==> config.mk <==
export PLATFORM = sky130hd
export DESIGN_NAME = npd_feature
export DESIGN_NICKNAME = d
export VERILOG_FILES = /design/src/sv/npd_pkg.sv /design/src/sv/npd_feature.sv
export SDC_FILE = /design/constraint.sdc
export NUM_CORES = 1
export LEC_CHECK = 0
export ABC_AREA = 1
export BUFFER_PORTS_ARGS = -buffer_cell sky130_fd_sc_hd__buf_2
export CORE_MARGIN = 3
export CORE_UTILIZATION = 50
export DETAILED_ROUTE_END_ITERATION = 12
export PLACE_DENSITY = 0.67
export SLEW_MARGIN = 25
export SYNTH_ARGS = -nofsm -noshare
export SYNTH_HDL_FRONTEND = slang
export SYNTH_SLANG_ARGS = --single-unit
==> constraint.sdc <==
create_clock -name aclk -period 6.55 [get_ports aclk]
set_input_delay 0 -clock aclk [delete_from_list [all_inputs] [get_ports aclk]]
set_output_delay 0 -clock aclk [all_outputs]
set_load 0.03 [all_outputs]
==> src/sv/npd_pkg.sv <==
// package for the npd tree cascade window classifier
// holds widths, command codes and the tdata layout; no dependencies
package npd_pkg;

    localparam int WinPixels  = 4096;
    localparam int MaxNodes   = 4096;
    localparam int MaxStages  = 1024;
    localparam int LeafDepth  = MaxNodes + MaxStages;

    localparam int PixAw   = $clog2(WinPixels);
    localparam int NodeAw  = $clog2(MaxNodes);
    localparam int StageAw = $clog2(MaxStages);
    localparam int LeafAw  = $clog2(LeafDepth);

    localparam int CmdBits  = 3;
    localparam int InBits   = 3 + 13 + 8 + 12 + 12 + 8 + 8 + 14 + 14 + 16 + 24 + 14;
    localparam int DataBits = InBits - CmdBits;
    localparam int InBytes  = (DataBits + 7) / 8;
    localparam int OutBits  = 1 + 24 + 11;
    localparam int OutBytes = (OutBits + 7) / 8;

    localparam logic signed [23:0] ScoreMax = 24'sh7fffff;
    localparam logic signed [23:0] ScoreMin = -24'sh800000;

    typedef enum logic [2:0] {
        CMD_LOAD_PIXEL = 3'd0,
        CMD_LOAD_NODE  = 3'd1,
        CMD_LOAD_STAGE = 3'd2,
        CMD_LOAD_LEAF  = 3'd3,
        CMD_EVAL       = 3'd4
    } cmd_t;

    typedef struct packed {
        logic signed [13:0] root_node;
        logic signed [23:0] threshold_value;
        logic signed [15:0] fit_value;
        logic signed [13:0] right_child;
        logic signed [13:0] left_child;
        logic [7:0]         cut_high;
        logic [7:0]         cut_low;
        logic [11:0]        pix_b;
        logic [11:0]        pix_a;
        logic [7:0]         pixel;
        logic [12:0]        index;
        logic [2:0]         cmd;
    } in_item_t;

    typedef struct packed {
        logic [10:0]        stages_passed;
        logic signed [23:0] score;
        logic               face;
    } out_item_t;

    // node record as stored in the node memory
    typedef struct packed {
        logic [11:0]        pix_a;
        logic [11:0]        pix_b;
        logic [7:0]         cut_low;
        logic [7:0]         cut_high;
        logic signed [13:0] left;
        logic signed [13:0] right;
    } node_t;

    typedef struct packed {
        logic signed [13:0] root;
        logic signed [23:0] thr;
    } stage_t;

endpackage

==> src/sv/npd_feature.sv <==
// npd feature unit: floor(256*a/(a+b)) clamped to 255, 128 when a and b are both zero, one quotient bit a cycle
// depends on npd_pkg
module npd_feature (
    input  logic       aclk,
    input  logic       aresetn,
    input  logic       start,
    input  logic [7:0] pix_a,
    input  logic [7:0] pix_b,
    output logic       done,
    output logic [7:0] fea
);
    import npd_pkg::*;

    logic [8:0]  den_reg, den_next;
    logic [9:0]  rem_reg, rem_next;
    logic [8:0]  quo_reg, quo_next;
    logic [3:0]  cnt_reg, cnt_next;
    logic        busy_reg, busy_next;
    logic        zero_reg, zero_next;
    logic [9:0]  trial;

    assign trial = {rem_reg[8:0], 1'b0};

    always_comb begin
        den_next  = den_reg;
        rem_next  = rem_reg;
        quo_next  = quo_reg;
        cnt_next  = cnt_reg;
        busy_next = busy_reg;
        zero_next = zero_reg;
        done      = 1'b0;
        if (start) begin
            // 256*a/(a+b): quotient <= 256, start with remainder a, 8 shift steps plus 1
            den_next  = {1'b0, pix_a} + {1'b0, pix_b};
            zero_next = (pix_a == 8'd0) && (pix_b == 8'd0);
            rem_next  = {2'b00, pix_a};
            quo_next  = 9'd0;
            cnt_next  = 4'd0;
            busy_next = 1'b1;
            // first bit: a >= a+b only when b == 0
            if ({1'b0, pix_a} >= ({1'b0, pix_a} + {1'b0, pix_b}) && !(pix_a == 8'd0 && pix_b == 8'd0)) begin
                quo_next = 9'd1;
                rem_next = 10'd0;
            end
        end else if (busy_reg) begin
            if (cnt_reg == 4'd8) begin
                busy_next = 1'b0;
                done      = 1'b1;
            end else begin
                cnt_next = cnt_reg + 4'd1;
                if (trial >= {1'b0, den_reg}) begin
                    rem_next = trial - {1'b0, den_reg};
                    quo_next = {quo_reg[7:0], 1'b1};
                end else begin
                    rem_next = trial;
                    quo_next = {quo_reg[7:0], 1'b0};
                end
            end
        end
    end

    assign fea = zero_reg ? 8'd128 : (quo_reg[8] ? 8'd255 : quo_reg[7:0]);

    always_ff @(posedge aclk) begin
        if (!aresetn) begin
            busy_reg <= 1'b0;
            cnt_reg  <= '0;
        end else begin
            busy_reg <= busy_next;
            cnt_reg  <= cnt_next;
        end
        den_reg  <= den_next;
        rem_reg  <= rem_next;
        quo_reg  <= quo_next;
        zero_reg <= zero_next;
    end
endmodule

==> results of run 1 <==
[cell families (layout without fill, tap and decap cells)]
logic type                 Yosys count  count (layout)
buffers and inverters               69             101
and+or+nand+nor                    136             136
AOI/OAI and AO/OA                   31              31
adders and majority gates           29              29
DFF                                 33              33
xor gates and xnor gates            11              11
[per-layer routing]
| layer | share of wire | GRT usage | routed length, um |
|---|---|---|---|
| met1 | 0.47 | 0.226 | 2180 |
| met2 | 0.47 | 0.284 | 2150 |
| met3 | 0.039 | 0.0282 | 177 |
| met4 | 0.018 | 0.0694 | 83 |
| met5 | 0 | 0 | 0 |
[critical path, cell delays in order]
cell and delay, ns:
buf_2 0.13, ha_1 0.24, fa_1 0.41, nand3_1 0.10
nand2_1 0.08, xor2_1 0.17, inv_1 0.06, ha_1 0.29
nand2_1 0.07, nor2_1 0.10, nand2_1 0.06, nand2_1 0.06
nand2_1 0.04, nand2_1 0.05, nand2_1 0.04, nand2_1 0.05
nand2_1 0.04, nand2_1 0.08, nand2_2 0.11, nand2_1 0.09
nand2_1 0.05
[report_power, final]
| part | total [mW] | switching, mW | leakage (nW) | internal [mW] |
|---|---|---|---|---|
| Clock | 0.180 | 0.0718 | 0.0566 | 0.109 |
| Sequential | 0.293 | 0.0154 | 0.327 | 0.277 |
| Combinational | 0.390 | 0.242 | 1.07 | 0.148 |
| Total | 0.863 | 0.330 | 1.46 | 0.534 |
[worst paths after layout]
kind	endpoint	slack [ns]
worst max-delay path	rem_reg[3]	4.26
worst min-delay path	zero_reg	0.09
worst max register to register	rem_reg[6]	4.46
worst min register to register	cnt_reg[2]	0.48
[final cells by class]
type,count,area share
Clock buffer,8,0.0392
Inverter,65,0.0858
Multi-Input combinational cell,207,0.464
Sequential cell,33,0.331
Tap cell,67,0.0295
Timing Repair Buffer,28,0.0510
[cell usage in the layout (no fill, tap or decap), types with 2 or more instances in the layout]
master,Yosys,routed
nand2_2,3,3
xnor2_1,3,3
nand2_1,73,73
buf_2,0,27
clkbuf_8,0,6
edfxtp_1,28,28
nand3_2,2,2
nor2_2,5,5
nand3_1,18,18
a211oi_1,2,2
fa_1,2,2
a21oi_1,18,18
ha_1,27,27
inv_1,63,63
inv_2,2,2
xor2_1,8,8
nor4_1,3,3
o211ai_1,3,3
nor3_1,4,4
nand2_8,2,2
dfxtp_1,5,5
nor2_1,16,16
o21a_1,3,3
nand4_1,3,3
nand3b_1,6,6
==> Implementation_results.wiki, run 1 <==
{| class="wikitable"
! Metric !! Value
|-
| Site row count || 25
|-
| Detailed-route via count || 1963
|-
| Tightest Pin Transition || 0.716 ns
|-
| Final Instance Area || 0.00284 mm^2
|-
| GRT Util Overall || 0.172
|-
| Setup repair after global routing missed its margin || false
|-
| Register area || 941 um^2
|-
| Post-detailed-route wirelength per cell || 11.3 um
|-
| Initial DRC count || 84
|-
| Largest area contributor in the netlist || edfxtp_1
|-
| Top achievable clock speed || 437 MHz
|-
| DR vias/cell || 4.81
|-
| Pleak || between 1 and 1.5 nW
|-
| Most frequently used flop master after synthesis || edfxtp_1
|-
| Area growth, synth to finish || 12.9%
|-
| TritonCTS clock tree || built
|-
| Final HPWL from detailed placement || about 3800 um
|-
| Final total power || between 0.8 and 0.9 mW
|-
| Average footprint of a synthesized cell || 8.15 um^2
|-
| FF-to-FF path depth || 11
|-
| Hold-fix buffers, CTS || 1
|-
| Synth Net Count || 357
|-
| FF-to-FF Start || den_reg[0]
|-
| Clock Root Buffer || clkbuf_8
|-
| Post-cts repair resize count || 0
|-
| Critical path startpoint || pix_a[0]
|-
| Category of the critical setup timing path || input port to flip-flop
|-
| Multi-input gate area in the final layout || 0.00132 mm^2
|-
| Instance area at placement || 0.00272 mm^2
|-
| Startpoint type of the worst setup path || input port
|-
| Period Utilization, post-route || 0.349
|-
| Clock tree sinks || 33
|-
| Worst Setup Slack, final || 4.26 ns
|-
| Core area || 0.00479 mm^2
|-
| Number of nets at the end of the flow || 388
|-
| CP endpoint kind || flip-flop
|-
| Number of antenna violations at the first check in global routing || 0
|-
| Maximum vdd ir drop || 0.132 mV
|-
| Outcome || finished, final reports clean
|-
| Fraction of the mapped netlist area in compound gates || 0.0785
|-
| Number of input and output port buffers inserted || 27
|-
| Number of storage elements in the synthesis netlist || 33
|-
| Most frequent cells after synthesis || nand2_1 (73), inv_1 (63), edfxtp_1 (28), ha_1 (27)
|-
| Multiplexer share of the synthesized area || 0
|-
| Floorplan die area || 0.00593 mm^2
|-
| Number of enable-type register cells in the synthesized netlist || 28
|-
| Pwr per Cell Area || 304 mW/mm^2
|-
| Grt ovf || 0
|-
| # Post-CTS Setup Buffers || 0
|-
| Weighted congestion at the end of routability-driven global placement || 0.789
|-
| Yosys top cell area share || 0.334
|-
| Number of buffers on the longest clock path || 2
|-
| Non-Filler Instances || 408
|-
| Number of iterations in the first detailed-routing pass || 4
|-
| Sequential element share of the synthesized area || 0.374
|-
| Overall die width || 77.0 um
|-
| Main combinational cell family by area after synthesis || simple AND/OR/NAND/NOR gates
|-
| Synth cell types || 30
|-
| Pin count of the biggest net entering global routing || 31
|-
| Worst-path clk slew || 0.06 ns
|-
| Count of fill cells added during filler insertion || 445
|-
| Hold slack || 0.0856 ns
|-
| Clock network latency to the later pin of the worst-skew pair || 0.28 ns
|-
| Cell count after placement || 399
|-
| Vert. Die Dim || 77.0 um
|-
| Share of async-settable or async-resettable flops after synthesis || 0
|-
| Post-Syn Instances || 309
|-
| Hold path cells || 2
|-
| Global-route wire length before repair || 8250 um
|-
| Number of clock buffers inserted by TritonCTS || 5
|-
| Total of max-cap violations || 0
|-
| Post-Route WL || 4600 um
|-
| Layout Utilization || 0.594
|-
| DRC violations left || 0
|-
| Setup Slack @ Placement || 3.96 ns
|-
| Top area cells in the synthesized netlist || edfxtp_1 (33%), ha_1 (13%), nand2_1 (11%), inv_1 (9.4%), dfxtp_1 (4.0%)
|-
| Simple-gate share of the synthesized area || 0.257
|-
| Endpoints failing hold || 0
|-
| Post-synthesis adder-cell area fraction || 0.150
|-
| CP max FO || 8
|-
| Critical Path RT || between 6 and 7 ns
|-
| Antenna-violating nets left || 0
|-
| Initial Util || 0.526
|-
| Classification of the worst-slack hold path || input port to flip-flop
|-
| Arrival time at the worst endpoint || 2.32 ns
|-
| Final Max Slew Viols || 0
|-
| Cell with the most instances after synthesis || nand2_1
|-
| Final clock skew || 0.00969 ns
|-
| I/O pins || 28
|-
| Final setup violation count || 0
|-
| Layout cell share with drive strength beyond 1 || 0.150
|-
| Slew Limit Headroom || 0.521
|-
| Synth warn || 0
|-
| Clock H-tree levels || 2
|-
| Cell area after technology mapping || 0.00252 mm^2
|-
| Vias in the first global route || between 1500 and 2000
|-
| Xor and xnor area share after synthesis || 0.0383
|-
| Clock period minus final worst setup slack || 2.29 ns
|-
| Sum of negative setup slack || 0 ns
|-
| Startpoint of the tightest hold check path || pix_a[3]
|-
| Antenna diode instance count || 0
|}
Note: power is estimated with default switching activity, not from simulation.
==> inputs of run 2 (changes only) <==
--- a/config.mk
+++ b/config.mk
@@ -10,7 +10,7 @@
 export CORE_MARGIN = 3
 export CORE_UTILIZATION = 50
 export DETAILED_ROUTE_END_ITERATION = 12
-export PLACE_DENSITY = 0.67
+export PLACE_DENSITY = 0.69
 export SLEW_MARGIN = 25
 export SYNTH_ARGS = -nofsm -noshare
 export SYNTH_HDL_FRONTEND = slang
==> constraint.sdc (replaced) <==
create_clock -name aclk -period 1.95 [get_ports aclk]
set_input_delay 0 -clock aclk [delete_from_list [all_inputs] [get_ports aclk]]
set_output_delay 0 -clock aclk [all_outputs]
set_load 0.03 [all_outputs]
==> run 2 against run 1 <==
  * First-iteration DRC count rose by 23%
  * Largest power group unchanged
  * The flow now finishes with violations (negative setup slack)
  * Critical endpoint is now rem_reg[6]
  * Design area grew 22%
  * Via count increased by 12%
==> Implementation_results.wiki, run 2 (synthesis results as in run 1) <==
{| class="wikitable"
! Metric !! Value
|-
| Vias in the first global route || 2204 (was 1864)
|-
| Overall die width || 77.0 um (unchanged)
|-
| Clock Root Buffer || clkbuf_8 (unchanged)
|-
| Worst Hold Endpoint || den_reg[0] (was zero_reg)
|-
| Slew Limit Headroom || 0.785 (was 0.521)
|-
| Category of the critical setup timing path || input port to flip-flop (unchanged)
|-
| CP endpoint kind || flip-flop (unchanged)
|-
| Initial DRC count || 103 (was 84)
|-
| Critical register-to-register path endpoint || rem_reg[5] (was rem_reg[6])
|-
| Grt ovf || 0 (unchanged)
|-
| Clock H-tree levels || 2 (unchanged)
|-
| Leading cell type in the layout, fill and taps excluded || nand2_1 (unchanged)
|-
| TritonCTS clock tree || built (unchanged)
|-
| Critical Path RT || 1.99 ns (was 6.58 ns)
|-
| Tightest Pin Transition || 0.319 ns (was 0.716 ns)
|-
| Outcome || finished with violations (was finished, final reports clean)
|-
| GR Layer Usage met1 || 0.230 (was 0.226)
|-
| Cell internal power dissipation || 2.19 mW (was 0.534 mW)
|-
| Instance area at placement || 0.00309 mm^2 (was 0.00272 mm^2)
|-
| Fraction of power consumed by sequential logic || 0.289 (was 0.339)
|-
| FF-to-FF path depth || 10 (was 11)
|-
| Top achievable clock speed || 469 MHz
|-
| DRC violations left || 0 (unchanged)
|-
| Number of nets at the end of the flow || 437 (was 388)
|-
| Setup Slack @ Placement || -0.462 ns (was 3.96 ns)
|-
| Startpoint type of the worst setup path || input port (unchanged)
|-
| CP max FO || 8 (unchanged)
|-
| Switching part of the total power || 0.365 (was 0.382)
|-
| Highest-utilization routing layer at the global route stage || met2 (unchanged)
|-
| Final clock skew || 0.00623 ns (was 0.00969 ns)
|-
| Failing checks || negative setup slack
|-
| Clock tree sinks || 33 (unchanged)
|-
| Post-Route WL || 5440 um (was 4600 um)
|-
| Pwr per Cell Area || 995 mW/mm^2 (was 304 mW/mm^2)
|-
| Pin count of the biggest net entering global routing || 24 (was 31)
|-
| Global-route wire length before repair || 9370 um (was 8250 um)
|-
| Number of iterations in the first detailed-routing pass || 4 (unchanged)
|-
| Cell count after placement || 440 (was 399)
|-
| Final Instance Area || 0.00347 mm^2 (was 0.00284 mm^2)
|-
| GR met2 Demand/Resource || 0.348 (was 0.284)
|-
| Number of input and output port buffers inserted || 27 (unchanged)
|-
| Final total power || 3.45 mW (was 0.863 mW)
|-
| Core area || 0.00479 mm^2 (unchanged)
|-
| Clock network latency to the later pin of the worst-skew pair || 0.28 ns (about the same)
|-
| Antenna diode instance count || 0 (unchanged)
|-
| Final setup violation count || 9 (was 0)
|-
| Period Utilization, post-route || 1.09
|-
| Area growth, synth to finish || 37.7% (was 12.9%)
|-
| Relative contribution of the clock network to total power || 0.188 (was 0.209)
|-
| Hold slack || 0.0399 ns (was 0.0856 ns)
|-
| Reported net switching power || 1.26 mW (was 0.330 mW)
|-
| Final HPWL from detailed placement || 4060 um (was 3760 um)
|-
| Maximum vdd ir drop || 0.496 mV (was 0.132 mV)
|-
| Worst-path clk slew || 0.07 ns (was 0.06 ns)
|-
| Floorplan die area || 0.00593 mm^2 (unchanged)
|-
| GR Layer Usage met3 || 0.0305 (was 0.0282)
|-
| Clock period minus final worst setup slack || about 2.1 ns
|-
| Final Max Slew Viols || 0 (unchanged)
|-
| FF-to-FF Start || den_reg[1] (was den_reg[0])
|-
| Initial Util || 0.526 (unchanged)
|-
| Total of max-cap violations || 0 (unchanged)
|-
| Non-Filler Instances || 457 (was 408)
|-
| Antenna-violating nets left || 0 (unchanged)
|-
| Site row count || 25 (unchanged)
|-
| Classification of the worst-slack hold path || input port to flip-flop (unchanged)
|-
| Sum of negative setup slack || -1.58 ns (was 0 ns)
|-
| Layout Utilization || 0.724 (was 0.594)
|-
| Startpoint of the tightest hold check path || start (was pix_a[3])
|-
| DR vias/cell || 4.83 (was 4.81)
|-
| Vert. Die Dim || 77.0 um (unchanged)
|-
| Part of the total power dissipated in combinational logic || 0.523 (was 0.452)
|-
| Number of buffers on the longest clock path || 2 (unchanged)
|-
| Highest-count cells in the layout ignoring fill and taps || nand2_1 (66), inv_1 (60), buf_4 (46) (was nand2_1 (73), inv_1 (63), edfxtp_1 (28))
|-
| GRT Util Overall || 0.195 (was 0.172)
|-
| Setup repair after global routing missed its margin || true (was false)
|-
| Arrival time at the worst endpoint || 2.17 ns (was 2.32 ns)
|-
| Pleak || 1.73 nW (was 1.46 nW)
|-
| Weighted congestion at the end of routability-driven global placement || 0.851 (was 0.789)
|-
| Slack of the worst reg-to-reg path || 0.01 ns (was 4.46 ns)
|-
| Number of antenna violations at the first check in global routing || 0 (unchanged)
|-
| I/O pins || 28 (unchanged)
|-
| Worst Setup Slack, final || -0.181 ns (was 4.26 ns)
|-
| Layout cell share with drive strength beyond 1 || 0.328 (was 0.150)
|-
| Detailed-route via count || 2207 (was 1963)
|-
| Endpoints failing hold || 0 (unchanged)
|-
| Number of clock buffers inserted by TritonCTS || 5 (unchanged)
|-
| Hold path cells || 1 (was 2)
|-
| Post-detailed-route wirelength per cell || 11.9 um (was 11.3 um)
|}
==> run 2: cell types whose count changed in the layout (fill, tap and decap cells not counted), moves of 3 or more <==
cell / before / now
inv_2: 2 / 5
nand2_1: 73 / 66
inv_1: 63 / 60
buf_12: 0 / 3
nand2_2: 3 / 9
xor2_1: 8 / 5
buf_4: 0 / 46
ha_4: 0 / 8
ha_1: 27 / 19
==> run 2: timing repair <==
item	in CTS	in global routing
hold buffers	1	0
endpoints found under the hold margin	1	0
buffers inserted	2	6
pin swaps	15	7
resized for setup	15	16
endpoints found under the setup margin	10	10
==> run 2: final cells by class <==
| cell class | instances | area [um^2] |
|---|---|---|
| clock inverters | 1 | 5.00 |
| well taps | 67 | 83.8 |
| fillers | 361 | 1320 |
| flip-flops and latches | 33 | 941 |
| multi-input cells | 207 | 1510 |
| inverters | 65 | 244 |
| repair buffers | 77 | 567 |
| clock buffers | 7 | 119 |
==> run 2: metal layers <==
metal,vias up,share of wire
met5,-,0
met3,15,0.026
li1,1154,-
met4,0,0.030
met2,34,0.50
met1,1004,0.44
==> run 2: power by group through the flow <==
stage	clock, mW	combinational (mW)	sequential (mW)
2_1_floorplan	0	1.06	0.980
5_1_grt	0.697	2.01	1.01
3_5_place_dp	0	1.58	1.00
3_3_place_gp	0	1.55	0.991
6_report	0.649	1.80	0.997
4_1_cts	0.663	1.65	0.985
==> run 2: critical path, cell delays in order <==
cell	delay, ns
buf_2	0.11
ha_1	0.34
a21oi_1	0.23
nand2_2	0.10
xor2_2	0.19
inv_2	0.08
ha_4	0.27
nand2_2	0.05
nor2_1	0.10
nand2_1	0.05
nand2_1	0.05
nand2_1	0.05
nand2_1	0.06
nand2_1	0.05
nand2_1	0.06
nand2_1	0.07
nand2_2	0.10
nand2_4	0.09
nand2_2	0.09
nand2_1	0.05
==> run 2: worst max-delay path by stage <==
stage,from,depth (start not counted),end,slack [ns]
floorplan,pix_a[0],20,rem_reg[0],-0.14
global placement,pix_a[0],21,rem_reg[7],-0.40
detailed placement,pix_a[0],21,rem_reg[5],-0.46
CTS,pix_b[0],21,rem_reg[5],-0.09
global route,pix_a[3],20,rem_reg[3],-0.44
finish,pix_a[3],20,rem_reg[6],-0.18
